File: config.mk
export PLATFORM = sky130hd
export DESIGN_NAME = periodic_timer_bank
export DESIGN_NICKNAME = d
export VERILOG_FILES = /design/src/rtl/core/ptb_pkg.sv /design/src/rtl/core/ptb_cell.sv /design/src/rtl/core/periodic_timer_bank.sv
export SDC_FILE = /design/constraint.sdc
export NUM_CORES = 2
export LEC_CHECK = 0
export ABC_AREA = 1
export ABC_CLOCK_PERIOD_IN_PS = 4400
export BUFFER_PORTS_ARGS = -buffer_cell sky130_fd_sc_hd__buf_2
export CAP_MARGIN = 20
export CORE_ASPECT_RATIO = 1.2
export CORE_MARGIN = 4
export CORE_UTILIZATION = 64
export CTS_CLUSTER_SIZE = 30
export DETAILED_ROUTE_END_ITERATION = 10
export GPL_ROUTABILITY_DRIVEN = 0
export PLACE_DENSITY = 0.79
export SKIP_LAST_GASP = 1
export SYNTH_ARGS = -nofsm -noshare
export SYNTH_HDL_FRONTEND = slang
export SYNTH_SLANG_ARGS = --single-unit
export TNS_END_PERCENT = 1
File: constraint.sdc
create_clock -name clock -period 4.4 [get_ports clock]
set_input_delay 0.44 -clock clock [delete_from_list [all_inputs] [get_ports clock]]
set_output_delay 0.44 -clock clock [all_outputs]
set_load 0.1 [all_outputs]
File: src/rtl/core/ptb_pkg.sv
`default_nettype none

package ptb_pkg;

   localparam int NUM_TIMERS  = 16;
   localparam int COUNT_WIDTH = 16;
   localparam int MAX_RESULTS = 16;
   localparam int ID_WIDTH    = (NUM_TIMERS > 1) ? $clog2(NUM_TIMERS) : 1;
   localparam int RES_WIDTH   = $clog2(MAX_RESULTS + 1);

   typedef enum logic [2:0] {
      CMD_TICK        = 3'd0,
      CMD_INIT        = 3'd1,
      CMD_START       = 3'd2,
      CMD_STOP        = 3'd3,
      CMD_DISABLE_ALL = 3'd4
   } cmd_type;

   // command broadcast to every cell
   typedef struct packed {
      logic                   hit;
      logic                   dis_all;
      cmd_type                op;
      logic [ID_WIDTH-1:0]    id;
      logic [COUNT_WIDTH-1:0] period;
      logic                   once;
      logic                   kind;
      logic                   tgt;
      logic                   clr;
   } ctl_type;

   typedef struct packed {
      logic emit;
      logic kind;
   } cell_stat_type;

endpackage

`default_nettype wire

File: src/rtl/core/ptb_cell.sv
`default_nettype none

module ptb_cell (
   input  wire logic                          clock,
   input  wire logic                          reset,
   input  wire logic [ptb_pkg::ID_WIDTH-1:0]  cell_id,
   input  wire ptb_pkg::ctl_type              ctl,
   input  wire logic                          tok_prev,
   input  wire logic                          step_en,
   input  wire logic                          later_in,
   output logic                               tok,
   output ptb_pkg::cell_stat_type             stat,
   output logic                               later_out
);

   logic [ptb_pkg::COUNT_WIDTH-1:0] per_ff, per_in;
   logic [ptb_pkg::COUNT_WIDTH-1:0] cnt_ff, cnt_in;
   logic [ptb_pkg::COUNT_WIDTH-1:0] cnt_inc;
   logic once_ff, once_in;
   logic en_ff, en_in;
   logic kind_ff, kind_in;
   logic tgt_ff, tgt_in;
   logic tok_ff, tok_in;
   logic fire;
   logic sel;

   assign cnt_inc = cnt_ff + 1'b1;
   assign fire    = en_ff && (cnt_inc >= per_ff);
   assign sel     = ctl.hit && (ctl.id == cell_id);

   assign tok       = tok_ff;
   assign stat.emit = fire && tgt_ff;
   assign stat.kind = kind_ff;
   assign later_out = stat.emit || later_in;

   // hand the scan token on only when the whole chain may advance
   assign tok_in = step_en ? tok_prev : tok_ff;

   always_comb begin
      per_in  = per_ff;
      cnt_in  = cnt_ff;
      once_in = once_ff;
      en_in   = en_ff;
      kind_in = kind_ff;
      tgt_in  = tgt_ff;
      if (ctl.dis_all) begin
         en_in = 1'b0;
      end else if (sel) begin
         case (ctl.op)
            ptb_pkg::CMD_INIT: begin
               per_in  = ctl.period;
               cnt_in  = '0;
               once_in = ctl.once;
               en_in   = 1'b0;
               kind_in = ctl.kind;
               tgt_in  = ctl.tgt;
            end
            ptb_pkg::CMD_START: begin
               if (ctl.clr) cnt_in = '0;
               en_in = 1'b1;
            end
            ptb_pkg::CMD_STOP: begin
               if (ctl.clr) cnt_in = '0;
               en_in = 1'b0;
            end
            default: begin
            end
         endcase
      end else if (tok_ff && step_en && en_ff) begin
         cnt_in = fire ? '0 : cnt_inc;
         if (fire && once_ff) en_in = 1'b0;
      end
   end

   always_ff @(posedge clock) begin
      if (reset) begin
         per_ff  <= '0;
         cnt_ff  <= '0;
         once_ff <= 1'b0;
         en_ff   <= 1'b0;
         kind_ff <= 1'b0;
         tgt_ff  <= 1'b0;
         tok_ff  <= 1'b0;
      end else begin
         per_ff  <= per_in;
         cnt_ff  <= cnt_in;
         once_ff <= once_in;
         en_ff   <= en_in;
         kind_ff <= kind_in;
         tgt_ff  <= tgt_in;
         tok_ff  <= tok_in;
      end
   end

endmodule

`default_nettype wire

File: src/rtl/core/periodic_timer_bank.sv
// Init, start, stop and disable-all take effect in the cycle after acceptance; the next
// word is taken in the following cycle.
// A tick passes a token down the row of timer cells, one cell per cycle while no expiry
// waits on a held result word; the bank takes no new word until the token has left the
// last cell. A result word is registered when the token is at an expiring cell with a
// target and the result register is free.
// Synchronous reset clears every timer to zero and leaves the bank idle and ready.
`default_nettype none

module periodic_timer_bank (
   input  wire logic        clock,
   input  wire logic        reset,
   input  wire logic        req_valid,
   output logic             req_ready,
   input  wire logic [2:0]  req_cmd,
   input  wire logic [7:0]  req_timer_id,
   input  wire logic [15:0] req_period,
   input  wire logic        req_run_once,
   input  wire logic        req_notify_kind,
   input  wire logic        req_has_target,
   input  wire logic        req_clear_count,
   output logic             rsp_valid,
   input  wire logic        rsp_ready,
   output logic [3:0]       rsp_expired_id,
   output logic             rsp_expired_kind,
   output logic             rsp_last
);

   localparam int N = ptb_pkg::NUM_TIMERS;

   ptb_pkg::ctl_type ctl;
   ptb_pkg::cmd_type cmd;

   logic [N:0]   tok_src;
   logic [N:0]   later_vec;
   logic [N-1:0] tok_vec, emit_vec, kind_vec;
   ptb_pkg::cell_stat_type stat_vec [N];

   logic accept, is_tick, busy, in_range;
   logic sel_emit, sel_kind, sel_later;
   logic out_free, room, send, step_en;

   logic [ptb_pkg::ID_WIDTH-1:0]  idx_ff, idx_in;
   logic [ptb_pkg::RES_WIDTH-1:0] res_cnt_ff, res_cnt_in;
   logic       rsp_valid_ff, rsp_valid_in;
   logic [3:0] rsp_id_ff;
   logic       rsp_kind_ff, rsp_last_ff;

   assign busy      = |tok_vec;
   assign req_ready = !busy;
   assign accept    = req_valid && req_ready;
   assign cmd       = ptb_pkg::cmd_type'(req_cmd);
   assign in_range  = req_timer_id < 8'(N);

   always_comb begin
      ctl         = '0;
      ctl.op      = cmd;
      ctl.id      = ptb_pkg::ID_WIDTH'(req_timer_id);
      ctl.period  = ptb_pkg::COUNT_WIDTH'(req_period);
      ctl.once    = req_run_once;
      ctl.kind    = req_notify_kind;
      ctl.tgt     = req_has_target;
      ctl.clr     = req_clear_count;
      is_tick     = 1'b0;
      case (cmd)
         ptb_pkg::CMD_TICK:        is_tick     = accept;
         ptb_pkg::CMD_DISABLE_ALL: ctl.dis_all = accept;
         ptb_pkg::CMD_INIT,
         ptb_pkg::CMD_START,
         ptb_pkg::CMD_STOP:        ctl.hit     = accept && in_range;
         default: begin
         end
      endcase
   end

   assign tok_src[0]   = is_tick;
   assign later_vec[N] = 1'b0;

   for (genvar i = 0; i < N; i++) begin : g_cell
      ptb_cell u_cell (
         .clock     (clock),
         .reset     (reset),
         .cell_id   (ptb_pkg::ID_WIDTH'(i)),
         .ctl       (ctl),
         .tok_prev  (tok_src[i]),
         .step_en   (step_en),
         .later_in  (later_vec[i+1]),
         .tok       (tok_src[i+1]),
         .stat      (stat_vec[i]),
         .later_out (later_vec[i])
      );
      assign tok_vec[i]  = tok_src[i+1];
      assign emit_vec[i] = stat_vec[i].emit;
      assign kind_vec[i] = stat_vec[i].kind;
   end

   assign sel_emit  = |(tok_vec & emit_vec);
   assign sel_kind  = |(tok_vec & kind_vec);
   assign sel_later = |(tok_vec & later_vec[N:1]);

   assign out_free = !rsp_valid_ff || rsp_ready;
   assign room     = res_cnt_ff < ptb_pkg::RES_WIDTH'(ptb_pkg::MAX_RESULTS);
   assign send     = sel_emit && room;
   // hold the token while an expiry waits for the word register
   assign step_en  = !send || out_free;

   assign rsp_valid_in = out_free ? send : rsp_valid_ff;
   assign res_cnt_in   = is_tick ? '0 :
                         (send && out_free) ? res_cnt_ff + 1'b1 : res_cnt_ff;
   assign idx_in       = is_tick ? '0 :
                         (busy && step_en) ? ptb_pkg::ID_WIDTH'(idx_ff + 1'b1) : idx_ff;

   always_ff @(posedge clock) begin
      if (reset) begin
         rsp_valid_ff <= 1'b0;
         res_cnt_ff   <= '0;
         idx_ff       <= '0;
      end else begin
         rsp_valid_ff <= rsp_valid_in;
         res_cnt_ff   <= res_cnt_in;
         idx_ff       <= idx_in;
      end
   end

   always_ff @(posedge clock) begin
      if (send && out_free) begin
         rsp_id_ff   <= 4'(idx_ff);
         rsp_kind_ff <= sel_kind;
         rsp_last_ff <= !sel_later ||
                        (res_cnt_ff == ptb_pkg::RES_WIDTH'(ptb_pkg::MAX_RESULTS - 1));
      end
   end

   assign rsp_valid        = rsp_valid_ff;
   assign rsp_expired_id   = rsp_id_ff;
   assign rsp_expired_kind = rsp_kind_ff;
   assign rsp_last         = rsp_last_ff;

endmodule

`default_nettype wire

==> results_dict.tcl <==
set metrics [dict create \
    setup_viol 0 \
    synth_top_area_share_pct 34.0 \
    power_density_mw_per_mm2 275 \
    grtUsageTotal_pct 29.7 \
    wl_per_cell_um 16.4 \
    cp_data_required_time_ns 4.93 \
    syn_to_final_growth_pct 16.4 \
    instances_no_fill 5962 \
    synth_most_common_cell "nand2_1" \
    leakage_uw 0.0175 \
    final.setup_skew_ns 0.0307 \
    grt_max_degree 162 \
    synth_edf_count 6 \
    synthTopCellsByArea "dfxtp_1 34%, nand2_1 10%, ha_1 9.7%, a21oi_1 8.3%, inv_1 7.0%" \
    synth.avg_cell_area_um2 6.94 \
    r2r_cells 29 \
    io_pins 43 \
    cts_hold_buf 0 \
    worstSetupEndpointType "flip-flop" \
    clkPwrFrac_pct 47.9 \
    tightest_slew_ns 1.07 \
    outcome "complete, no violations" \
    die_h_um 266 \
    cts_sinks 608 \
    hpwl_um 59400 \
    antenna_found_initial 6 \
    sequentialPowerShare_pct 48.5 \
    path_class "reg -> reg" \
    r2r_slack_ns 0.0004 \
    ys_ff_latch 608 \
    syn_nets 5428 \
    numCtsBuffers 61 \
    hold_viol_final 0 \
    n_fill_cell 4076 \
    synth_warnings 0 \
    crit_arrival_ns 4.93 \
    cts.reportedPaths.clkPinSlew_ns 0.06 \
    vias 33700 \
    p_int_uw 8760 \
    drtIter0Drc 2744 \
    dp_cells 5785 \
    synth_area_leader_cell "dfxtp_1" \
    layout-drive-gt1-share_pct 13.4 \
    startpoint_type "flip-flop" \
    dr.pass1.iters 6 \
    initial_utilization_pct 64.6 \
    die_x_um 223 \
    grt-ovfl-total 0 \
    num_rows 94 \
    pwr-share-comb_pct 3.7 \
    htreeDepth 2 \
    drv_slew 0 \
    seq_area_frac_synth_pct 34.5 \
    clock_path_buffers 3 \
    syn_area_mm2 0.0355 \
    grt_pass1_wl_um 148000 \
    fmaxAchievable_ghz 0.227 \
    clkLatencyLatePin_ns 0.66 \
    drc 0 \
    hold_depth 2 \
    hold_class "in -> reg" \
    synth_cell_types 46 \
    final.period_utilization_pct 100 \
    synthArstFlopShare_pct 0 \
    maxSlewHeadroom_pct 28.6 \
    cpMaxStageDelayCell "dfxtp_2" \
    post-route-min-period_ns 4.40 \
    cts_tree "done" \
    setup_tns_ns 0 \
    via_per_inst 5.65 \
    grt_pass1_vias 30200 \
    crit_fanout 8 \
    core_mm2 0.0549 \
    dieArea_mm2 0.0593 \
    ant_nets 0 \
    finalNetCount 5499 \
    irDropWorstVdd_v 0.000322 \
    yosys-top-cells-count "968 x nand2_1, 666 x inv_1, 602 x dfxtp_1" \
    cts-root-buf "clkbuf_16" \
    drv_cap 0 \
    critPathMaxStageDelay_ns 0.33 \
    route.final.wire_length_um 97600 \
    synth-main-ff-cell "dfxtp_1" \
    cpMostUsedCell "nand2_1" \
    portBuffers 42 \
    netlist_instances 5118 \
    switching_share_pct 22.9 \
    power.switching_uw 2610 \
]
-- power groups by stage --
stage               sequential, uW  combinational [uW]  clock [uW]
global placement              5640                 394           0
global route                  5510                 448        5710
floorplan                     5640                 240           0
finish                        5510                 420        5440
CTS                           5520                 402        5490
detailed placement            5640                 400           0
-- routing by layer --
metal	vias up	global-route usage (%)	wire [um]	part of all wire [%]
li1	16700	-	-	-
met1	15600	38.8	40700	42
met2	1113	50.2	45700	47
met3	267	4.23	7310	7.5
met4	4	10.8	3950	4.0
met5	-	0	28	0.029
-- kinds of logic after synthesis --
kind of cell / share of synthesized area, %
flops: 34.5
xor+xnor: 5.26
buf+inv: 10.6
fa+ha+maj: 9.69
compound gates: 15.1
simple gates: 24.9
-- final cells by class --
class | count | area, um^2 | share of cell area (%)
Multi-Input combinational cell | 3556 | 20900 | 50.6
Timing Repair Buffer | 263 | 2510 | 6.07
Sequential cell | 608 | 12300 | 29.7
Inverter | 699 | 2630 | 6.37
Clock buffer | 92 | 1820 | 4.39
Tap cell | 720 | 901 | 2.18
Clock inverter | 20 | 254 | 0.615
Antenna cell | 4 | 10.0 | 0.0242
-- sequential cells by signal, indices dropped and copies added (netlist names) --
name,count
g_cell.u_cell.per_ff,256
g_cell.u_cell.tgt_ff,16
rsp_valid,1
rsp_last,1
res_cnt_ff,5
g_cell.u_cell.cnt_ff,256
g_cell.u_cell.en_ff,16
g_cell.u_cell.kind_ff,16
g_cell.u_cell.once_ff,16
g_cell.u_cell.tok,16
rsp_expired_id,4
rsp_expired_kind,1
idx_ff,4
-- path summary, 6_finish.rpt --
check	startpoint	to
worst max register to register	g_cell[7].u_cell.cnt_ff[2]	g_cell[14].u_cell.cnt_ff[2]
worst min register to register	idx_ff[3]	rsp_expired_id[3]
worst max-delay path	g_cell[7].u_cell.cnt_ff[2]	g_cell[14].u_cell.cnt_ff[2]
worst min-delay path	reset	g_cell[0].u_cell.cnt_ff[7]
-- worst max-delay path: cells and delay by family (launching register included) --
family                   cells  cell delay [ns]
AO/OA/AOI/OAI                1             0.18
flip-flops                   1             0.33
AND/OR/NAND/NOR             20             2.40
buffers and inverters        6             0.80
XOR/XNOR                     1             0.25
adder cells (fa/ha/maj)      1             0.29
-- layout by cell type (no fill, tap or decap), types with 68 or more instances in the layout --
cell type,count
ha_1,264
buf_4,176
xor2_1,169
nor2_1,484
nand3_2,68
inv_1,663
nand3_1,350
o21ai_0,229
a21oi_1,581
a211oi_1,109
clkbuf_16,76
nand2_1,944
dfxtp_1,576
-- through the flow --
step / total power [uW] / hold WS, ns / worst slack, ns / instance area, um^2 / util, %
2_1_floorplan: 5880 / 0.408 / 0.536 / 35500 / -
3_3_place_gp: 6040 / 0.435 / -0.0333 / 36800 / 67.0
3_5_place_dp: 6040 / 0.434 / -0.0975 / 36900 / 67.1
4_1_cts: 11400 / 0.160 / -0.00252 / 39000 / 71.0
5_1_grt: 11700 / 0.209 / -0.157 / 41300 / 75.2
6_report: 11400 / 0.192 / 0.000364 / 41300 / 75.2
-- timing repair --
action                                  CTS  global route
pin swaps                                 0           147
endpoints found under the setup margin  286           305
gates resized for setup                  16           330
setup buffers                             0            37
cloned                                    0            15
Note: power is estimated with default switching activity, not from simulation.
